$ cat src/rtl/lir_pkg.sv
// Shared types and constants for the linear interpolation resampler.
// No dependencies; imported by lir_ctrl, lir_lane and the top level.
package lir_pkg;

  localparam int NUM_CH           = 8;
  localparam int CNT_W            = 4;
  localparam int SAMPLE_BITS_DEF  = 24;
  localparam int FRAC_BITS_DEF    = 24;
  localparam int MIN_STEP_SHIFT   = 6;
  localparam int CFG_IDX_W        = 2;

  typedef logic [CFG_IDX_W-1:0] cfg_idx_t;

  localparam cfg_idx_t REG_STEP_RATIO    = 2'd0;
  localparam cfg_idx_t REG_BYPASS        = 2'd1;
  localparam cfg_idx_t REG_CHANNEL_COUNT = 2'd2;

  localparam logic [CNT_W-1:0] CH_COUNT_RESET = 4'd2;

  typedef enum logic [1:0] {
    S_IDLE,
    S_PRIME,
    S_PASS,
    S_RUN
  } state_t;

  typedef struct packed {
    logic capture;
    logic store_prev;
    logic issue;
    logic last;
    logic use_cur;
  } ctl_t;

endpackage

$ cat src/rtl/lir_lane.sv
// One channel of the interpolation datapath: difference, multiply by phase,
// register, then add back the previous sample. Depends on lir_pkg.
module lir_lane #(
  parameter int SAMPLE_BITS = lir_pkg::SAMPLE_BITS_DEF,
  parameter int FRAC_BITS   = lir_pkg::FRAC_BITS_DEF
) (
  input  logic                          clk,
  input  logic                          en,
  input  logic signed [SAMPLE_BITS-1:0] prev_op,
  input  logic signed [SAMPLE_BITS-1:0] cur_op,
  input  logic        [FRAC_BITS-1:0]   frac,
  output logic signed [SAMPLE_BITS-1:0] sample
);
  import lir_pkg::*;

  localparam int PROD_W = SAMPLE_BITS + FRAC_BITS + 2;

  logic signed [SAMPLE_BITS:0]   diff;
  logic signed [FRAC_BITS:0]     frac_s;
  logic signed [PROD_W-1:0]      prod;
  logic signed [PROD_W-1:0]      prod_q;
  logic signed [SAMPLE_BITS-1:0] prev_q;
  logic signed [SAMPLE_BITS:0]   sum;

  assign diff   = {cur_op[SAMPLE_BITS-1], cur_op} - {prev_op[SAMPLE_BITS-1], prev_op};
  assign frac_s = {1'b0, frac};
  assign prod   = diff * frac_s;

  always_ff @(posedge clk) begin
    if (en) begin
      prod_q <= prod;
      prev_q <= prev_op;
    end
  end

  // floor of prod / 2^FRAC_BITS is the arithmetic shift
  assign sum    = {prev_q[SAMPLE_BITS-1], prev_q} + prod_q[FRAC_BITS+SAMPLE_BITS:FRAC_BITS];
  assign sample = sum[SAMPLE_BITS-1:0];

endmodule

$ cat config.mk
export PLATFORM = sky130hd
export DESIGN_NAME = lir_lane
export DESIGN_NICKNAME = d
export VERILOG_FILES = /design/src/rtl/lir_pkg.sv /design/src/rtl/lir_lane.sv
export SDC_FILE = /design/constraint.sdc
export NUM_CORES = 2
export LEC_CHECK = 0
export ABC_AREA = 1
export BUFFER_PORTS_ARGS = -buffer_cell sky130_fd_sc_hd__buf_2
export CAP_MARGIN = 10
export CORE_ASPECT_RATIO = 1.75
export CORE_MARGIN = 1.5
export CORE_UTILIZATION = 50
export DETAILED_ROUTE_END_ITERATION = 8
export PLACE_DENSITY = 0.69
export SYNTH_ARGS = -nofsm -noshare
export SYNTH_HDL_FRONTEND = slang
export SYNTH_SLANG_ARGS = --single-unit
$ cat constraint.sdc
create_clock -name clk -period 8.4 [get_ports clk]
set_input_delay 0.84 -clock clk [delete_from_list [all_inputs] [get_ports clk]]
set_output_delay 0.84 -clock clk [all_outputs]
set_load 0.02 [all_outputs]
Word level (Yosys, flattened, before mapping):

Cells that the tools add are included.

* input bits: 74
* bits in registers: 72
* word-level logic and storage cells: 5

* add/subtract/negate cells: 2
* multipliers: 1

Operator list (number)
* 25-bit by 25-bit multiplier with 48-bit output: 1
* 24-bit by 24-bit subtractor with 25-bit output: 1
* 24-bit adder: 1

Logic depth before layout (Yosys ltp):

* depth after elaboration: 2
* gate-level depth with buffers: 45
* gate-level depth less buffers: 43

Worst setup path after synthesis:

OpenSTA, ideal clock, no wires.

* kind: input port to flip-flop
* start point: input port cur_op[0]
* end point: register prod_q[47] (data pin)
* required time: 8148 ps
* data arrival time: 7903 ps
* stages on the path: 37
* buffers on the path: 2
* path slack: 245 ps
* path through: inv_1 -> ha_1 -> inv_1 -> fa_1 -> nand2_1 -> nand2_1 -> nand3_1 -> nand2_2 -> nand2_1 -> nand3_1 -> nand2_2 -> nand2_4 -> buf_4 -> nor2_2 -> inv_1 -> fa_1 -> fa_1 -> inv_1 -> fa_1 -> clkbuf_1 -> inv_1 -> fa_1 -> fa_1 -> fa_1 -> fa_1 -> inv_1 -> ha_1 -> a21oi_1 -> inv_1 -> a31oi_1 -> o21ai_0 -> a21oi_1 -> nand2_1 -> nor2_1 -> inv_1 -> nand2_1 -> nand2_1

* cells in the longest elaborated chain, start to end: 2

RTL lines
* start, declared: line lir_lane.sv:10 `input logic signed [SAMPLE_BITS-1:0] cur_op,`
* 24-bit by 24-bit subtractor with 25-bit output: line lir_lane.sv:25 `assign diff = {cur_op[SAMPLE_BITS-1], cur_op} - {prev_op[SAMPLE_BITS-1], prev_op};`
* 25-bit by 25-bit multiplier with 48-bit output: line lir_lane.sv:27 `assign prod = diff * frac_s;`
* net prod[47]: line lir_lane.sv:20 `logic signed [PROD_W-1:0] prod;`
* end signal, assigned: line lir_lane.sv:31 `prod_q <= prod;`
* end, declared: line lir_lane.sv:21 `logic signed [PROD_W-1:0] prod_q;`

The timed path passes the listed nets, and every way through them passes these cells.
A chain may end at the register's enable or synchronous reset.

Final worst setup path:

* start point: input port cur_op[0]
* end point: register prod_q[46] (data pin)

The elaborated chain is that of the path after synthesis.

==> results.md <==
* Area share of the largest cell type after synthesis at between 40% and 50%
* Post-synthesis cell area at about 27000 µm²
* Area of the multi-input gates at approximately 22000 µm²
* First DRT Iteration DRCs at approximately 1.7k
* Synth area leaders: fa_1, inv_1, ha_1, nand2_1, nor2_1
* Core Util, Final at between 60% and 70%
* RSZ-0062 raised after global routing: true
* Die area at between 50000 and 60000 µm²
* Core box area at 52500 µm²
* Placer Congestion at 1.02
* Post-route setup slack at between 0.15 and 0.2 ns
* H-tree depth at 2
* CP max FO at 13
* Ant. Diodes at 0
* WS Path Type: in -> reg
* I/O pins at 98
* FF/Latch Area at around 1400 µm²
* Cell variety after synth at 50
* Async set-reset flop share out of synthesis at 0%
* Post-DR vias/cell at approximately 5.4
* Post-Place Cells at approximately 4.4k
* Most frequent cells in the layout: inv_1, fa_1, nand2_1
* Drt pass-1 iters at 6
* Gr usage total at 36.0%
* CTS Buffer Depth at 2
* Die width at 177 µm
* Per-cell routed wire length at ~22 µm
* Area Growth Syn to Fin at 20.4%
* Remaining antenna violation count at 0
* DRC at 0
* Synth area leader: fa_1
* Critical Path Start Type: input pin
* Flops & latches, synth at 48
* Hold Buf Count CTS at 0
* Hold Vio Cnt, Final at 0
* Hold path start: prev_op[23]
* Via count at 24.1k
* Number of global-route vias before repair at approximately 26k
* Rows at 111
* I/O Buffers at 97
* Critical path capture point type: flop
* Outcome: finished, final reports clean
* Slowest cell on crit path: fa_1
* Pin count of the biggest net entering global routing at just under 50
* First-pass GRT wire length at ~140000 µm
* Setup-failing EPs final at 0
* Finished Cell Area at 32000 µm²
* CTS tree: done
* HPWL Detailed at roughly 83000 µm
* Slew at the pin closest to its max-slew limit at roughly 1.1 ns
* Synth Instances at between 3k and 4k
* Critical Path RT at between 8 and 9 ns
* Crit-path most repeated cell: fa_1
* Post-synth EDFFs at 48
* Routed WL at approximately 97000 µm
* CTS Sinks at 48
* Worst Setup SP: cur_op[0]
* Top FF cell, synth: edfxtp_1
* F_max at ~120 MHz
* Final Cycle Share at 98.0%
* Synth warn at 0
* Die height at between 300 and 400 µm
* Crit-path max cell delay at roughly 0.58 ns
* GRT overflow at 0
* Final Non-Filler Cells at 4441
* CP arrival at approximately 8.3 ns
* Relative slew slack at about a quarter
* Max cap viols at 0
* Fill cell count at roughly 4.7k
* Seq/Total Area, Yosys at between 5 and 6%
* CTS Root Buffer Type: clkbuf_16
* Worst slack, placed at -0.605 ns
* Hold Crit Class: in -> reg
* CTS Buf Count at 5
* Final Critical Period at roughly 8.2 ns
* Commonest non-fill, non-tap cell in the layout: inv_1
* Layout cell share with drive strength beyond 1 at 19.4%
* Syn Nets at about 4.2k
* Placed cell areas at roughly 30000 µm²
* Final nets at 4630
* Final Slew Violations at 0
* Post-synthesis average cell area at 8.01 µm²
* Clock slew at reported path FFs at about 0.070 ns
* Initial antenna violation count at 0
* Starting Density at about half
-- Yosys cell counts (16+ instances only) --
cell      instances
or2_1            18
inv_1           886
nor2_1          448
nand3_1         188
ha_1            185
edfxtp_1         48
nor3_1           22
buf_2            16
xor2_1           34
nand2_1         478
o21ai_0          64
o21bai_1         21
xnor2_1          20
clkbuf_1         58
fa_1            609
a21oi_1          87
-- logic make-up (layout without fill, tap and decap cells) --
| logic type | count (synthesis) | in the layout | synth area share [%] |
|---|---|---|---|
| fa+ha+maj | 794 | 794 | 54.5 |
| buf+inv | 991 | 1432 | 14.4 |
| simple gates | 1210 | 1211 | 18.9 |
| xor+xnor | 57 | 57 | 1.96 |
| compound gates | 221 | 221 | 4.81 |
| flops | 48 | 48 | 5.42 |
-- through the flow --
step	setup TNS (ns)	hold WS [ns]
6_report	0	0.745
4_1_cts	-0.00780	0.740
3_3_place_gp	-8.14	1.04
3_5_place_dp	-8.71	1.04
2_1_floorplan	0	0.939
5_1_grt	-0.460	0.740
-- per-layer routing --
metal  track usage, %  up-vias  part of all wire [%]
li1                 -    10630                     -
met1             35.3    11743                    30
met2             62.4     1192                    50
met3             6.00      532                   7.0
met4             35.9        0                    13
met5                0        -                     0
-- final cells by class --
| cell class | count | share of cell area, % |
|---|---|---|
| Multi-Input combinational cell | 2283 | 69.1 |
| Timing Repair Buffer | 525 | 12.6 |
| Inverter | 899 | 10.6 |
| Sequential cell | 48 | 4.50 |
| Tap cell | 678 | 2.65 |
| Clock buffer | 5 | 0.390 |
| Clock inverter | 3 | 0.133 |
-- critical path, delay by kind of cell --
family          cells  cell delay [ns]
simple gates       11             1.09
fa+ha+maj          10             4.25
buf+inv            10             0.94
compound gates      6             1.14
-- flip-flops by register name, indices dropped and copies added (netlist names) --
signal and count:
prev_q 24, prod_q 24
-- worst paths after layout --
| check | depth (start not counted) | slack [ns] | endpoint |
|---|---|---|---|
| max | 37 | 0.16 | prod_q[46] |
| min | 1 | 0.75 | prev_q[23] |
-- repair_timing --
item                       CTS  global route
gates cloned                 1             1
pin swaps                    2            58
setup endpoints to repair   20            24
buffers inserted             0            17
resized for setup           19           192
Power is not shown: default switching activity piles up to over one toggle a cycle in this logic, so the estimate is an artifact.
